## src/rtl/bbc2_pkg.sv

```systemverilog
package bbc2_pkg;

  // Item and arithmetic formats
  localparam int CHANNELS     = 2;
  localparam int SAMPLE_BITS  = 24;
  localparam int STATE_BITS   = 40;
  localparam int FRAC_BITS    = 16;
  localparam int CF_BITS      = 20;
  localparam int CF_FRAC      = 18;
  localparam int GAIN_BITS    = 32;
  localparam int GAIN_FRAC    = 31;
  localparam int GSH_BITS     = 6;
  localparam int NUM_COEF     = 16;
  localparam int NUM_ROWS     = 16;   // one delay pair per (section, channel)
  localparam int ROW_BITS     = 4;
  localparam int CIDX_BITS    = 4;
  localparam int PROD_BITS    = CF_BITS + STATE_BITS;
  localparam int ACC_BITS     = PROD_BITS + 2;
  localparam int GPROD_BITS   = SAMPLE_BITS + GAIN_BITS;
  localparam int Y_BITS       = STATE_BITS + 3;
  localparam int FIN_BITS     = STATE_BITS + 1;
  localparam int SH_BITS      = 7;
  localparam int SH_MAX       = 62;
  localparam int TDATA_BITS   = ((CHANNELS * SAMPLE_BITS + 7) / 8) * 8;

  // Configuration port
  localparam int CFG_IDX_BITS  = 4;
  localparam int CFG_DATA_BITS = 3 * CF_BITS;
  localparam int NUM_REGS      = 8;

  localparam logic [CFG_IDX_BITS-1:0] REG_GAIN  = 4'd0;
  localparam logic [CFG_IDX_BITS-1:0] REG_SHIFT = 4'd1;
  localparam logic [CFG_IDX_BITS-1:0] REG_CP0   = 4'd2;
  localparam logic [CFG_IDX_BITS-1:0] REG_CP4   = 4'd6;
  localparam logic [CFG_IDX_BITS-1:0] REG_CP5   = 4'd7;

  // Schedule: job j = (section j/2, channel j%2)
  localparam int NUM_JOBS = 2 * 8;
  localparam int T_BITS   = 6;
  localparam int LAST_T   = 2 * NUM_JOBS + 2;

  localparam logic signed [63:0] ST_MAX  = (64'sd1 <<< (STATE_BITS - 1)) - 64'sd1;
  localparam logic signed [63:0] ST_MIN  = -ST_MAX - 64'sd1;
  localparam logic signed [63:0] SMP_MAX = (64'sd1 <<< (SAMPLE_BITS - 1)) - 64'sd1;
  localparam logic signed [63:0] SMP_MIN = -SMP_MAX - 64'sd1;

  typedef struct packed {
    logic signed [STATE_BITS-1:0] w1;
    logic signed [STATE_BITS-1:0] w2;
  } dly_t;

  // Per-cycle commands from the sequencer to the datapath
  typedef struct packed {
    logic                 load_in;
    logic                 gmul;
    logic                 gmul_ch;
    logic                 gfin;
    logic                 gfin_ch;
    logic                 rd;
    logic [ROW_BITS-1:0]  rd_row;
    logic                 m1;
    logic                 m2;
    logic                 m2_ch;
    logic [CIDX_BITS-1:0] cidx;
    logic                 wst;
    logic                 yst;
    logic [ROW_BITS-1:0]  y_row;
    logic                 fin;
  } cmd_t;

  // Clip to state width; top bit is the clip flag
  function automatic logic [STATE_BITS:0] sat_state(input logic signed [63:0] v);
    logic [STATE_BITS:0] r;
    if (v > ST_MAX) r = {1'b1, ST_MAX[STATE_BITS-1:0]};
    else if (v < ST_MIN) r = {1'b1, ST_MIN[STATE_BITS-1:0]};
    else r = {1'b0, v[STATE_BITS-1:0]};
    return r;
  endfunction

  // Clip to sample width; top bit is the clip flag
  function automatic logic [SAMPLE_BITS:0] sat_sample(input logic signed [63:0] v);
    logic [SAMPLE_BITS:0] r;
    if (v > SMP_MAX) r = {1'b1, SMP_MAX[SAMPLE_BITS-1:0]};
    else if (v < SMP_MIN) r = {1'b1, SMP_MIN[SAMPLE_BITS-1:0]};
    else r = {1'b0, v[SAMPLE_BITS-1:0]};
    return r;
  endfunction

endpackage

```

## src/rtl/bbc2_ctrl.sv

```systemverilog
module bbc2_ctrl import bbc2_pkg::*; (
  input  logic clk_i,
  input  logic rst_ni,
  input  logic in_valid_i,
  output logic in_ready_o,
  output logic out_valid_o,
  input  logic out_ready_i,
  output cmd_t cmd_o
);

  typedef enum logic [2:0] {
    ST_IDLE = 3'b001,
    ST_RUN  = 3'b010,
    ST_DONE = 3'b100
  } state_e;

  state_e            state_q, state_d;
  logic [T_BITS-1:0] t_q, t_d;
  logic              out_vld_q, out_vld_d;
  logic              run, fin, accept;
  logic [4:0]        j_m2, j_y;

  assign in_ready_o  = (state_q == ST_IDLE);
  assign out_valid_o = out_vld_q;
  assign accept      = in_valid_i && in_ready_o;
  assign run         = (state_q == ST_RUN);
  assign fin         = (state_q == ST_DONE) && (!out_vld_q || out_ready_i);

  // Sequencer state
  always_comb begin
    state_d = state_q;
    t_d     = t_q;
    unique case (state_q)
      ST_IDLE: begin
        if (accept) begin
          state_d = ST_RUN;
          t_d     = '0;
        end
      end
      ST_RUN: begin
        t_d = t_q + T_BITS'(1);
        if (t_q == T_BITS'(LAST_T)) state_d = ST_DONE;
      end
      ST_DONE: begin
        if (fin) state_d = ST_IDLE;
      end
      default: state_d = ST_IDLE;
    endcase
  end

  // Result register handshake
  always_comb begin
    out_vld_d = out_vld_q;
    if (fin) out_vld_d = 1'b1;
    else if (out_ready_i) out_vld_d = 1'b0;
  end

  always_ff @(posedge clk_i or negedge rst_ni) begin
    if (!rst_ni) begin
      state_q   <= ST_IDLE;
      t_q       <= '0;
      out_vld_q <= 1'b0;
    end else begin
      state_q   <= state_d;
      t_q       <= t_d;
      out_vld_q <= out_vld_d;
    end
  end

  // Job indices for the second multiply and the output stage
  assign j_m2 = t_q[5:1] - 5'd1;
  assign j_y  = t_q[5:1] - 5'd2;

  // Command decode from the cycle count
  always_comb begin
    cmd_o         = '0;
    cmd_o.load_in = accept;
    cmd_o.fin     = fin;
    cmd_o.gmul    = run && (t_q <= T_BITS'(1));
    cmd_o.gmul_ch = t_q[0];
    cmd_o.gfin    = run && (t_q >= T_BITS'(1)) && (t_q <= T_BITS'(2));
    cmd_o.gfin_ch = t_q[1];
    cmd_o.rd      = run && !t_q[0] && (t_q < T_BITS'(2 * NUM_JOBS));
    cmd_o.rd_row  = t_q[4:1];
    cmd_o.m1      = run && t_q[0] && (t_q < T_BITS'(2 * NUM_JOBS));
    cmd_o.m2      = run && !t_q[0] && (t_q >= T_BITS'(2))
                    && (t_q <= T_BITS'(2 * NUM_JOBS));
    cmd_o.m2_ch   = j_m2[0];
    // first multiply uses coefficient 2s+1, second 2s+2 (zero based here)
    cmd_o.cidx    = t_q[0] ? {t_q[4:2], 1'b0} : {j_m2[3:1], 1'b1};
    cmd_o.wst     = run && t_q[0] && (t_q >= T_BITS'(3));
    cmd_o.yst     = run && !t_q[0] && (t_q >= T_BITS'(4));
    cmd_o.y_row   = j_y[3:0];
  end

endmodule

```

## config.mk

```make
export PLATFORM = sky130hd
export DESIGN_NAME = bbc2_ctrl
export DESIGN_NICKNAME = d
export VERILOG_FILES = /design/src/rtl/bbc2_pkg.sv /design/src/rtl/bbc2_ctrl.sv
export SDC_FILE = /design/constraint.sdc
export NUM_CORES = 1
export LEC_CHECK = 0
export ABC_AREA = 1
export BUFFER_PORTS_ARGS = -buffer_cell sky130_fd_sc_hd__buf_4
export CAP_MARGIN = 10
export CORE_MARGIN = 4
export CORE_UTILIZATION = 39
export DETAILED_ROUTE_END_ITERATION = 6
export RECOVER_POWER = 50
export SLEW_MARGIN = 20
export SYNTH_ARGS = -nofsm -noshare
export SYNTH_HDL_FRONTEND = slang
export SYNTH_SLANG_ARGS = --single-unit
```

## constraint.sdc

```tcl
create_clock -name clk_i -period 1.6 [get_ports clk_i]
set_clock_uncertainty 0.2 [all_clocks]
set_input_delay 0.16 -clock clk_i [delete_from_list [all_inputs] [get_ports clk_i]]
set_output_delay 0.16 -clock clk_i [all_outputs]
set_load 0.005 [all_outputs]
```

# Yosys cells after proc, flatten, opt, wreduce, memory -nomap -nowiden
# Index checks and enable logic that the tools add are counted.
# Widths: inputs -> output; s select.
totals:
  ff_bits: 10
  latchBits: 0
  ramBits: 0
  romBits: 0
  inputBits: 4
  word_cells: 50
  n_memories: 0
op_classes:
  add_sub_neg: 3
  multipliers: 0
  div: 0
  order_cmp: 8
  eq_ne: 7
  shift: 0
  n_mux: 9
  n_bitwise: 0
  n_reduce_logical: 20
op_table:
  columns: ["op", "n"]
  rows:
  - ["$logic_and 1x1->1", 13]
  - ["$ge 6x2->1 const B", 2]
  - ["$pmux 6 s2", 1]
  - ["$mux 3", 3]
  - ["$pmux 3 s3", 1]
  - ["$add 6x1->6 const B", 1]
  - ["$eq 6x6->1 const B", 1]
  - ["$ge 6x1->1 const B", 1]
  - ["$ge 6x3->1 const B", 1]
  - ["$le 6x1->1 const B", 1]
  - ["$le 6x2->1 const B", 1]
  - ["$le 6x6->1 const B", 1]
  - ["$lt 6x6->1 const B", 1]
  - ["$mux 6", 1]
  - ["$mux 4", 1]
  - ["$ne 2x1->1 const B", 2]
  - ["$reduce_bool 2->1", 2]
  - ["$sub 4x1->4 const B", 1]
  - ["$sub 4x2->4 const B", 1]
  - ["$eq 3x1->1 const B", 1]
  - ["$eq 3x2->1 const B", 1]
  - ["$eq 3x3->1 const B", 1]
  - ["$reduce_and 3->1", 1]
  - ["$logic_not 1->1", 2]
  - ["other kinds (4)", 5]

# Longest topological paths before layout
depth:
  ltp_word: 5
  depth_mapped: 7
  depth_no_buf: 7

# Worst setup path before layout
# No wires, ideal clock.
synth_timing:
  path_kind: "register to output"
  startpoint: "register t_q[2]"
  endpoint: "output cmd_o[22] (netlist bit)"
  t_arrival_ns: 1.222
  required_time_ns: 1.240
  path_slack_ns: 0.018
  stages_incl_launch_ff: 7
  path_buffers: 0
  path_cell_list: "dfrtp_1 -> inv_1 -> ha_1 -> inv_1 -> nor2_4 -> o21ai_1 -> a21oi_1"
synth_rtl:
  columns: ["item", "line_no", "rtl"]
  rows:
  - ["start, declared", "bbc2_ctrl.sv:18", "logic [T_BITS-1:0] t_q, t_d;"]
  - ["start signal, assigned", "bbc2_ctrl.sv:65", "t_q <= t_d;"]
  - ["end, declared", "bbc2_ctrl.sv:8", "output cmd_t cmd_o"]

==> metrics.csv <==
stage;metric;value;unit
outcome;outcome;finished, violations left;
outcome;violations;negative setup slack;
layout;fin_nets;199;
placement;io_buffer_count;29;
floorplan;rows;17;
layout;syn_to_final_growth;78.8;%
drt;dr.first_iter.drc_count;22;
worst_setup_path;cp_max_fo;4;
worst_setup_path;cp_num_buf_inv;3;
timing;setup_viol;14;
timing;tightest_slew;606;ps
worst_setup_path;critPathRequiredTime;1240;ps
grt;antenna_found_initial;0;
layout;drive_gt1_share;60.3;%
worst_setup_path;critPathMaxStageDelay;410;ps
drt;avgRoutedWirePerCell;14.0;um
grt;grt-ovfl-total;0;
synth;ys_seq_area_share;27.7;%
placement;hpwlAfterDp;1.80;mm
synth;ys_seq_elements;10;
timing;setup_slack;-368;ps
pwr;clkPwrFrac;9.0;%
hold_path;min_path_type;in -> reg;
worst_setup_path;cpLargestDelayFamily;flip-flops;
drt;ant_nets;0;
synth;synth_area_per_cell;7.20;sq um
floorplan;start_util;41.0;%
placement;place_ws;8.29;ps
grt;grt_max_degree;11;
worst_setup_path;slowest_stage;dfrtp_1;
grt;grt_pass1_wl;4.49;mm
synth;synth_cells;126;
timing;holdWs;13.1;ps
worst_setup_path;startpoint_type;flop;
pwr;swShare;43.2;%
pwr;internal_power;1.51;mW
layout;layout_commonest_cell;buf_4;
pwr;ir_worst_vdd;1270;uV
drt;drt-total-wl;2.98;mm
clocking;htree_levels;1;
pwr;switchingPower;1.15;mW
drt;drc;0;
job;drv_cap;0;
timing;post-route-period-util;123;%
pwr;p_leak;0.856;nW
timing;max_freq;508;MHz
timing;slew_headroom;59.6;%
worst_setup_path;cp_data_arrival_time;1610;ps
drt;route.vias.total;1019;
clocking;cts_buffer_depth;2;
grt;grt_usage;18.0;%
clocking;clk_pin_slew;70;ps
floorplan;dieArea;3160;sq um
timing;rsz0062_at_grt;true;
pwr;power.density;1640;nW/um^2
placement;place_congestion;0.844;
worst_setup_path;ff2ff_setup_slack;10;ps
timing;hold_viol_final;0;
worst_setup_path;critical_path.most_common_cell;inv_4;
synth;ys_types;24;
synth;syn_area;907;sq um
clocking;root_buffer;clkbuf_4;
drt;vias_per_cell;4.81;
grt;grt_pass1_vias;1042;
pwr;seq_power_share;15.8;%
floorplan;pin_count;30;
timing;slew_violations;0;
floorplan;die_w;56.2;um
worst_setup_path;end_kind;primary output;
floorplan;dieHeight;56.2;um
synth;yosys_warnings;0;
worst_setup_path;cp_cell_sequence;inv_4 -> ha_4 -> inv_4 -> nor2_4 -> o211ai_1 -> nor2_1 -> buf_4;
drt;dr.pass1.iters;4;
worst_setup_path;critPathKind;reg -> out;
clocking;clkLatencyLatePin;290;ps
timing;period_minus_slack;1970;ps
layout;final_cell_mix;buf_4 (47), nand2_1 (25), buf_6 (11);
pwr;share_comb_of_total_power;75.2;%
clocking;cts.sinks;10;
synth;syn_nets;140;
floorplan;core-area;2210;sq um
clocking;cts_inserted_buffers;3;
clocking;cts_tree;yes;
layout;antennaDiodeCount;0;
==> power groups by stage <==
stage / clock network (mW) / logic (mW) / registers, mW
2_1_floorplan: 0 / 0.731 / 0.412
3_3_place_gp: 0 / 1.26 / 0.401
3_5_place_dp: 0 / 1.26 / 0.405
4_1_cts: 0.234 / 1.62 / 0.413
5_1_grt: 0.254 / 2.16 / 0.434
6_report: 0.240 / 2.00 / 0.422
==> path summary, 6_finish.rpt <==
| kind | from | end | cells past startpoint |
|---|---|---|---|
| worst max-delay path | t_q[3] | cmd_o[20] | 7 |
| worst max register to register | state_q[0] | t_q[3] | 7 |
| min in group asynchronous | rst_ni | state_q[2] | 2 |
| worst min register to register | out_valid_o | out_valid_o | 2 |
| max in group asynchronous | rst_ni | t_q[1] | 2 |
| worst min-delay path | in_valid_i | state_q[0] | 4 |
==> kinds of logic (layout without fill, tap and decap cells) <==
logic type / count (synthesis) / after routing / synth area share (%)
AO/OA/AOI/OAI: 9 / 9 / 5.52
buffers and inverters: 29 / 87 / 16.1
flip-flops: 10 / 10 / 27.7
adder cells (fa/ha/maj): 10 / 10 / 13.8
XOR/XNOR: 4 / 4 / 3.86
AND/OR/NAND/NOR: 64 / 64 / 33.0
==> worst reg2reg max path, stage by stage, from the launching register on <==
cell     delay (ps)
dfstp_1         610
nor2_4           70
nand2_4         110
inv_8            50
buf_4           130
buf_4           150
nand3_1          70
nand2_1          70
==> cell type report <==
class | count | area [sq um]
multi-input cells | 87 | 673
fillers | 150 | 591
repair buffers | 64 | 532
flip-flops and latches | 10 | 254
inverters | 19 | 91.3
clock buffers | 4 | 36.3
well taps | 28 | 35.0
==> metrics by stage <==
stage	area (sq um)	util [%]	power, mW	cells	TNS [ps]
4_1_cts	1450	65.5	2.27	204	-1430
6_report	1620	73.3	2.66	212	-2370
3_3_place_gp	1180	53.2	1.66	185	0
2_1_floorplan	907	-	1.14	126	0
3_5_place_dp	1180	53.2	1.67	185	0
5_1_grt	1620	73.3	2.85	212	-3610
==> per-layer routing <==
layer  up-vias  share of wire (%)  track usage, %
met5         -                  0               0
met3         6                6.6            5.57
met2        32                 55            35.1
met4         0                2.0            4.75
met1       481                 36            18.1
li1        500                  -               -
==> sequential cells by signal, indices dropped and copies added (netlist names) <==
signal / cells
out_valid_o: 1
t_q: 6
state_q: 3
==> synth_stat cells <==
master	n	area share, %
a21oi_1	2	1.1
a31oi_1	1	0.69
buf_4	9	7.4
clkbuf_2	1	0.55
dfrtp_1	9	25
dfstp_2	1	2.9
ha_1	10	14
inv_1	14	5.8
inv_2	4	1.7
inv_4	1	0.69
nand2_1	33	14
nand2_2	1	0.69
nand2_4	1	1.2
nand3_1	8	4.4
nand3_2	1	1.1
nand4_1	2	1.4
nor2_1	13	5.4
nor2_2	2	1.4
nor2_4	3	3.7
o211ai_1	1	0.83
o21ai_0	3	1.7
o21ai_1	1	0.55
o22ai_1	1	0.69
xor2_1	4	3.9
==> what timing repair did <==
action                     CTS  global route
resized for setup           36            31
hold endpoints to repair    11             0
pin swaps                   11            12
setup endpoints to repair   12            15
hold buffers                 2             0
buffers inserted            13             9
(Power assumes the default switching activity.)
